--- src/rtl/core/sil_pkg.sv ---
// ----------------------------------------------------------------------------
// sil_pkg
// shared types and constants of the sorted insertion list
// ----------------------------------------------------------------------------
package sil_pkg;

	localparam int CAPACITY_DEF = 16;
	localparam int VALUE_W      = 32;
	localparam int POS_W        = 4;

	typedef enum logic [1:0] {
		ST_IDLE,
		ST_INSERT,
		ST_READ
	} sil_state_t;

	// commands from controller to datapath
	typedef struct packed {
		logic load_key;
		logic insert;
		logic read;
	} sil_cmd_t;

	// status from datapath to controller
	typedef struct packed {
		logic read_last;
	} sil_status_t;

endpackage

--- src/rtl/core/sorted_insert_list.sv ---
// ----------------------------------------------------------------------------
// sorted_insert_list
// sorted insertion list of signed q16.16 values with full readout per insert
// ----------------------------------------------------------------------------
// A value is taken when start is high and busy is low. In the next cycle it is
// inserted into the row of cells in a single step, after every stored value
// that is not greater (so equal values keep arrival order); a full list
// drops it. Then the list is read out lowest first, one result per cycle, by
// rotating the occupied cells; each result is registered from a readout state,
// so the first follows the insertion state and the first readout state; strobe
// marks each result, last marks the final one, and rejected is set on all of
// them when the value was dropped. Results cannot be held off. busy stays high
// from the insertion to the end of the readout, which gives one result per
// element of the list after the update. busy falls while the final result is
// shown, so the next value may be taken in that cycle.
// ----------------------------------------------------------------------------
module sorted_insert_list #(
	parameter int CAPACITY = sil_pkg::CAPACITY_DEF
) (
	input  logic                              clk,
	input  logic                              arst_n,
	input  logic                              start,
	input  logic signed [sil_pkg::VALUE_W-1:0] value,
	output logic                              busy,
	output logic                              strobe,
	output logic signed [sil_pkg::VALUE_W-1:0] element,
	output logic [sil_pkg::POS_W-1:0]         position,
	output logic                              last,
	output logic                              rejected
);

	sil_pkg::sil_cmd_t    cmd;
	sil_pkg::sil_status_t status;

	// sequencing: idle, insert, readout
	sil_ctrl u_ctrl (
		.clk    (clk),
		.arst_n (arst_n),
		.start  (start),
		.status (status),
		.cmd    (cmd),
		.busy   (busy)
	);

	// cells, count and registered result
	sil_datapath #(
		.CAPACITY (CAPACITY)
	) u_datapath (
		.clk      (clk),
		.arst_n   (arst_n),
		.cmd      (cmd),
		.value    (value),
		.status   (status),
		.strobe   (strobe),
		.element  (element),
		.position (position),
		.last     (last),
		.rejected (rejected)
	);

endmodule

--- src/rtl/core/sil_ctrl.sv ---
// ----------------------------------------------------------------------------
// sil_ctrl
// controller: accept, insertion cycle, then readout sequence
// ----------------------------------------------------------------------------
module sil_ctrl (
	input  logic                clk,
	input  logic                arst_n,
	input  logic                start,
	input  sil_pkg::sil_status_t status,
	output sil_pkg::sil_cmd_t   cmd,
	output logic                busy
);

	sil_pkg::sil_state_t state_q;
	sil_pkg::sil_state_t state_d;

	always_ff @(posedge clk or negedge arst_n) begin
		if (!arst_n) begin
			state_q <= sil_pkg::ST_IDLE;
		end else begin
			state_q <= state_d;
		end
	end

	always_comb begin
		state_d = state_q;
		case (state_q)
			sil_pkg::ST_IDLE: begin
				if (start) state_d = sil_pkg::ST_INSERT;
			end
			sil_pkg::ST_INSERT: begin
				state_d = sil_pkg::ST_READ;
			end
			sil_pkg::ST_READ: begin
				if (status.read_last) state_d = sil_pkg::ST_IDLE;
			end
			default: begin
				state_d = sil_pkg::ST_IDLE;
			end
		endcase
	end

	always_comb begin
		cmd      = '0;
		busy     = 1'b1;
		case (state_q)
			sil_pkg::ST_IDLE: begin
				busy         = 1'b0;
				cmd.load_key = start;
			end
			sil_pkg::ST_INSERT: begin
				cmd.insert = 1'b1;
			end
			sil_pkg::ST_READ: begin
				cmd.read = 1'b1;
			end
			default: begin
				busy = 1'b1;
			end
		endcase
	end

endmodule

--- src/rtl/core/sil_datapath.sv ---
// ----------------------------------------------------------------------------
// sil_datapath
// row of compare and shift cells, fill count, rotating readout
// ----------------------------------------------------------------------------
module sil_datapath #(
	parameter int CAPACITY = sil_pkg::CAPACITY_DEF
) (
	input  logic                              clk,
	input  logic                              arst_n,
	input  sil_pkg::sil_cmd_t                 cmd,
	input  logic signed [sil_pkg::VALUE_W-1:0] value,
	output sil_pkg::sil_status_t              status,
	output logic                              strobe,
	output logic signed [sil_pkg::VALUE_W-1:0] element,
	output logic [sil_pkg::POS_W-1:0]         position,
	output logic                              last,
	output logic                              rejected
);

	localparam int CW = $clog2(CAPACITY + 1);
	localparam int IW = $clog2(CAPACITY);

	logic signed [sil_pkg::VALUE_W-1:0] cells_q [CAPACITY];
	logic signed [sil_pkg::VALUE_W-1:0] cells_d [CAPACITY];
	logic signed [sil_pkg::VALUE_W-1:0] key_q;
	logic [CW-1:0]                      count_q;
	logic [IW-1:0]                      idx_q;
	logic                               rej_q;
	logic [CAPACITY-1:0]                above;
	logic                               full;
	logic                               read_last;

	logic signed [sil_pkg::VALUE_W-1:0] element_q;
	logic [sil_pkg::POS_W-1:0]          position_q;
	logic                               last_q;
	logic                               rejected_q;
	logic                               strobe_q;

	assign full      = (count_q == CW'(CAPACITY));
	assign read_last = ((CW'(idx_q) + CW'(1)) == count_q);
	assign status.read_last = read_last;

	genvar gi;
	generate
		for (gi = 0; gi < CAPACITY; gi++) begin : g_cell
			localparam logic [CW-1:0] NEXT_POS = CW'(gi + 1);
			logic signed [sil_pkg::VALUE_W-1:0] ins_src;
			logic signed [sil_pkg::VALUE_W-1:0] rot_src;

			// empty places count as greater than any key
			assign above[gi] = (CW'(gi) >= count_q) || (key_q < cells_q[gi]);

			if (gi == 0) begin : g_first
				assign ins_src = key_q;
			end else begin : g_rest
				assign ins_src = above[gi-1] ? cells_q[gi-1] : key_q;
			end

			if (gi == CAPACITY - 1) begin : g_top
				assign rot_src = cells_q[0];
			end else begin : g_mid
				assign rot_src = (NEXT_POS == count_q) ? cells_q[0] : cells_q[gi+1];
			end

			always_comb begin
				cells_d[gi] = cells_q[gi];
				if (cmd.insert && !full && above[gi]) begin
					cells_d[gi] = ins_src;
				end else if (cmd.read && (NEXT_POS <= count_q)) begin
					cells_d[gi] = rot_src;
				end
			end
		end
	endgenerate

	// payload
	always_ff @(posedge clk) begin
		cells_q <= cells_d;
		if (cmd.load_key) key_q <= value;
		if (cmd.read) begin
			element_q  <= cells_q[0];
			position_q <= sil_pkg::POS_W'(idx_q);
			last_q     <= read_last;
			rejected_q <= rej_q;
		end
	end

	// control
	always_ff @(posedge clk or negedge arst_n) begin
		if (!arst_n) begin
			count_q  <= '0;
			idx_q    <= '0;
			rej_q    <= 1'b0;
			strobe_q <= 1'b0;
		end else begin
			strobe_q <= cmd.read;
			if (cmd.insert) begin
				rej_q <= full;
				idx_q <= '0;
				if (!full) count_q <= count_q + CW'(1);
			end else if (cmd.read) begin
				idx_q <= idx_q + IW'(1);
			end
		end
	end

	assign strobe   = strobe_q;
	assign element  = element_q;
	assign position = position_q;
	assign last     = last_q;
	assign rejected = rejected_q;

endmodule

--- config.mk ---
export PLATFORM = sky130hd
export DESIGN_NAME = sorted_insert_list
export DESIGN_NICKNAME = d
export VERILOG_FILES = /design/src/rtl/core/sil_pkg.sv /design/src/rtl/core/sorted_insert_list.sv /design/src/rtl/core/sil_ctrl.sv /design/src/rtl/core/sil_datapath.sv
export SDC_FILE = /design/constraint.sdc
export NUM_CORES = 2
export LEC_CHECK = 0
export ABC_CLOCK_PERIOD_IN_PS = 7100
export BUFFER_PORTS_ARGS = -buffer_cell sky130_fd_sc_hd__buf_2
export CORE_MARGIN = 2
export CORE_UTILIZATION = 25
export DETAILED_ROUTE_END_ITERATION = 6
export GPL_ROUTABILITY_DRIVEN = 0
export GPL_TIMING_DRIVEN = 0
export PLACE_DENSITY = 0.47
export SLEW_MARGIN = 30
export SYNTH_ARGS = -nofsm -noshare
export SYNTH_HDL_FRONTEND = slang
export SYNTH_HIERARCHICAL = 1
export SYNTH_SLANG_ARGS = --single-unit
--- constraint.sdc ---
create_clock -name clk -period 7.1 [get_ports clk]
set_clock_uncertainty 0.15 [all_clocks]
set_input_delay 0.355 -clock clk [delete_from_list [all_inputs] [get_ports clk]]
set_output_delay 0.355 -clock clk [all_outputs]
set_load 0.005 [all_outputs]
==> results by group <==
Power
  – Sequential power share: 0.294
  – NetSw: 12.80 mW
  – Leakage: between 20 and 25 nW
  – Clock power share: 0.141
  – Logic pwr share: 0.564
  – Power per standard cell area: ~520 nW/um^2
  – Internal power: 14.78 mW
  – Max VDD drop: 0.2036 mV
  – Switching portion of total power: 0.4641

STA
  – RSZ-0062 raised after global routing: no
  – Count of final setup violators: 0
  – Final Hold Vio Count: 0
  – Worst-margin pin slew: about 1.1 ns
  – Slew Viols, Final: 0
  – Setup TNS: 0 ns
  – Crit share post-route: 0.8042
  – F_max: between 150 and 200 MHz
  – Final critical-path required period: 5.710 ns
  – Max-slew headroom: 0.2761

Floorplan
  – Total core area: 183500 sq um
  – Initial Util: 0.2523
  – Num ports: 75
  – Die W: 434.3 um
  – Die area: approximately 190000 sq um
  – Placement row count: between 150 and 200
  – Die Height: between 400 and 500 um

Drt
  – DRT antenna net count: 0
  – Router iterations before antenna repair: 6
  – 1st-iter DRT viols: around 3000
  – Vias per inst: 4.936
  – Via count: ~37000
  – Avg WL per Cell: around 22 um
  – DRC violations left: 0
  – Drt total wl: around 160000 um

CTS
  – H-tree Lvls: 3
  – Post-CTS sizing: 0
  – Clock Pin Slew Worst Setup and Hold Paths: 0.06 ns
  – Clk_lat worst skew: about 0.70 ns
  – # Post-CTS Setup Buffers: 0
  – Root Buffer: clkbuf_16
  – CTS tree: yes
  – Clock buffer depth: 3
  – Hold_buf cts: 35
  – CTS buffer count: 77
  – CTS sink count: between 500 and 600

Finish
  – Area Overhead vs Synth: 15.43%
  – Commonest non-fill, non-tap cell in the layout: mux2i_1
  – Share of cells above drive strength 1: 0.08478
  – Commonest cells after routing, fill and taps aside: mux2i_1, edfxtp_1, inv_1
  – Nets: approximately 5400
  – Post-layout util: 0.2913

Synthesis
  – Net Count, Synth: roughly 5200
  – Number of synthesized flops with an enable pin: slightly below 600
  – Post-synthesis cell area: about 46000 sq um
  – Sequential share of the synthesized area: 0.3845
  – Yosys cell types: 86
  – Synth Register Bits: about 600
  – Ys async rst share: 0.02185
  – Synth warn: 6
  – Post-Syn Area per Cell: 9.980 sq um
  – Primary flip-flop cell chosen by synthesis mapping: edfxtp_1
  – Cells after synthesis: 4639

Setup path
  – Most used cell, CP: nand2_2
  – Number of buffers and inverters on the critical path: 3
  – Setup CP Type: register to register
  – Data required, critical path: ~7.3 ns
  – Slowest CP cell: mux2i_2
  – Worst-path fanout max: 23
  – Critical Path AT: ~5.9 ns
  – Critical path cell sequence: buf_6 -> ha_1 -> nand4_1 -> nor3_1 -> o211ai_1 -> a31oi_1 -> nor4_2 -> mux2i_2 -> nand2_2 -> buf_2 -> nand2_2 -> buf_12
  – Top Family by Delay on Critical Path: simple AND/OR/NAND/NOR gates
  – Critical path's largest stage delay: about 0.76 ns
  – Type of origin of the critical path: register
  – Critical Path End Type: register

GRT
  – Initial antenna violation count: 1
  – Top Usage Layer GRT: met2
  – Vias in the first global route: about 37000
  – Met2 GRT Util: 0.2704
  – Total Routing Usage GR: 0.1675
  – GR Layer Usage met1: 0.2325
  – Largest net degree at the start of global routing: 33
  – Grt met3 use: 0.01839
  – First-pass GRT wire length: between 200000 and 250000 um
  – GRT Residual Overflow: 0

Run
  – Number of max-cap violations: 0

Status
  – Status: finished clean

Hold path
  – Worst hold path class: primary input to register

Place
  – IO Port Bufs: 74
  – DP HPWL: 132200 um
==> routing by layer <==
metal	wire length, um	share of wire
met2	73530	0.45
met3	7120	0.044
met5	0	0
met4	5385	0.033
met1	75730	0.47
==> stage by stage <==
| step | cells | hold WS, ns | cell area (sq um) | setup slack, ns | power [mW] |
|---|---|---|---|---|---|
| global placement | 7177 | 0.1357 | 49750 | -1.120 | 22.96 |
| CTS | 7406 | 0.1700 | 53440 | 1.511 | 27.60 |
| floorplan | 4639 | -0.09059 | 46300 | 1.691 | 18.14 |
| finish | 7409 | 0.2222 | 53440 | 1.390 | 27.58 |
| detailed placement | 7236 | 0.1410 | 50690 | 1.553 | 23.53 |
| global route | 7406 | 0.1927 | 53440 | 1.277 | 29.57 |
==> flip-flops by register name, indices dropped and copies added, names as in the netlist <==
signal / cells
u_ctrl/state_q: 2
u_datapath/cells_q: 480
u_datapath/count_q: 5
u_datapath/element: 32
u_datapath/g_cell.ins_src: 32
u_datapath/g_cell.rot_src: 32
u_datapath/idx_q: 4
u_datapath/last: 1
u_datapath/position: 4
u_datapath/rej_q: 1
u_datapath/rejected: 1
u_datapath/strobe: 1
==> area by class of cell <==
class / instances / area (sq um)
clock inverter: 36 / 329.1
buffer: 290 / 1292
timing repair buffer: 168 / 1569
inverter: 516 / 1937
fill: 19416 / 130000
antenna: 3 / 7.507
tap: 2464 / 3083
sequential: 595 / 17800
clock buffer: 99 / 2071
multi-input combinational: 3238 / 25350
==> power by group through the flow <==
stage	Sequential [mW]	Clock, mW	Combinational, mW
after floorplan	7.63	0	10.5
after CTS	8.13	4.00	15.5
after detailed placement	8.18	0	15.3
after global placement	8.50	0	14.5
after global routing	8.31	4.11	17.1
final	8.12	3.89	15.6
==> synth_stat cells, types with 12 or more instances <==
cell type	n	area share
nand2_1	330	0.027
nor4_1	12	0.0016
clkbuf_1	183	0.015
a31oi_1	43	0.0058
nor2_1	236	0.019
nand4_1	64	0.0086
o21ai_0	257	0.028
a21o_1	28	0.0045
mux2_2	34	0.0083
buf_2	73	0.0079
buf_4	17	0.0028
and3_1	38	0.0051
o221ai_1	32	0.0061
a21oi_1	367	0.040
ha_1	500	0.14
nor3_1	23	0.0025
mux2i_1	906	0.20
dfrtp_1	13	0.0070
nand2b_1	27	0.0036
edfxtp_1	582	0.38
nand3_1	114	0.012
a221o_1	35	0.0076
a221oi_1	13	0.0025
a211oi_1	19	0.0031
inv_1	515	0.042
==> worst paths after layout <==
path	startpoint	to	slack, ns	cells past startpoint
worst max-delay path	u_datapath/g_cell[0].ins_src[31]	u_datapath/cells_q[232]	1.39	12
worst min-delay path	value[17]	u_datapath/g_cell[0].ins_src[17]	0.22	2
worst max register to register	u_datapath/g_cell[0].ins_src[31]	u_datapath/cells_q[232]	1.39	12
worst min register to register	u_datapath/idx_q[2]	u_datapath/position[2]	0.30	0
max in group asynchronous	arst_n	u_datapath/count_q[3]	5.70	3
min in group asynchronous	arst_n	u_datapath/idx_q[0]	0.64	3
==> logic make-up after synthesis <==
group	synth area share
muxes	0.2052
adders and majority gates	0.1351
AOI/OAI and AO/OA	0.1129
DFF	0.3845
buffers and inverters	0.06975
and+or+nand+nor	0.09018
xor gates and xnor gates	0.002270
Power figures use the tool's default switching activity.
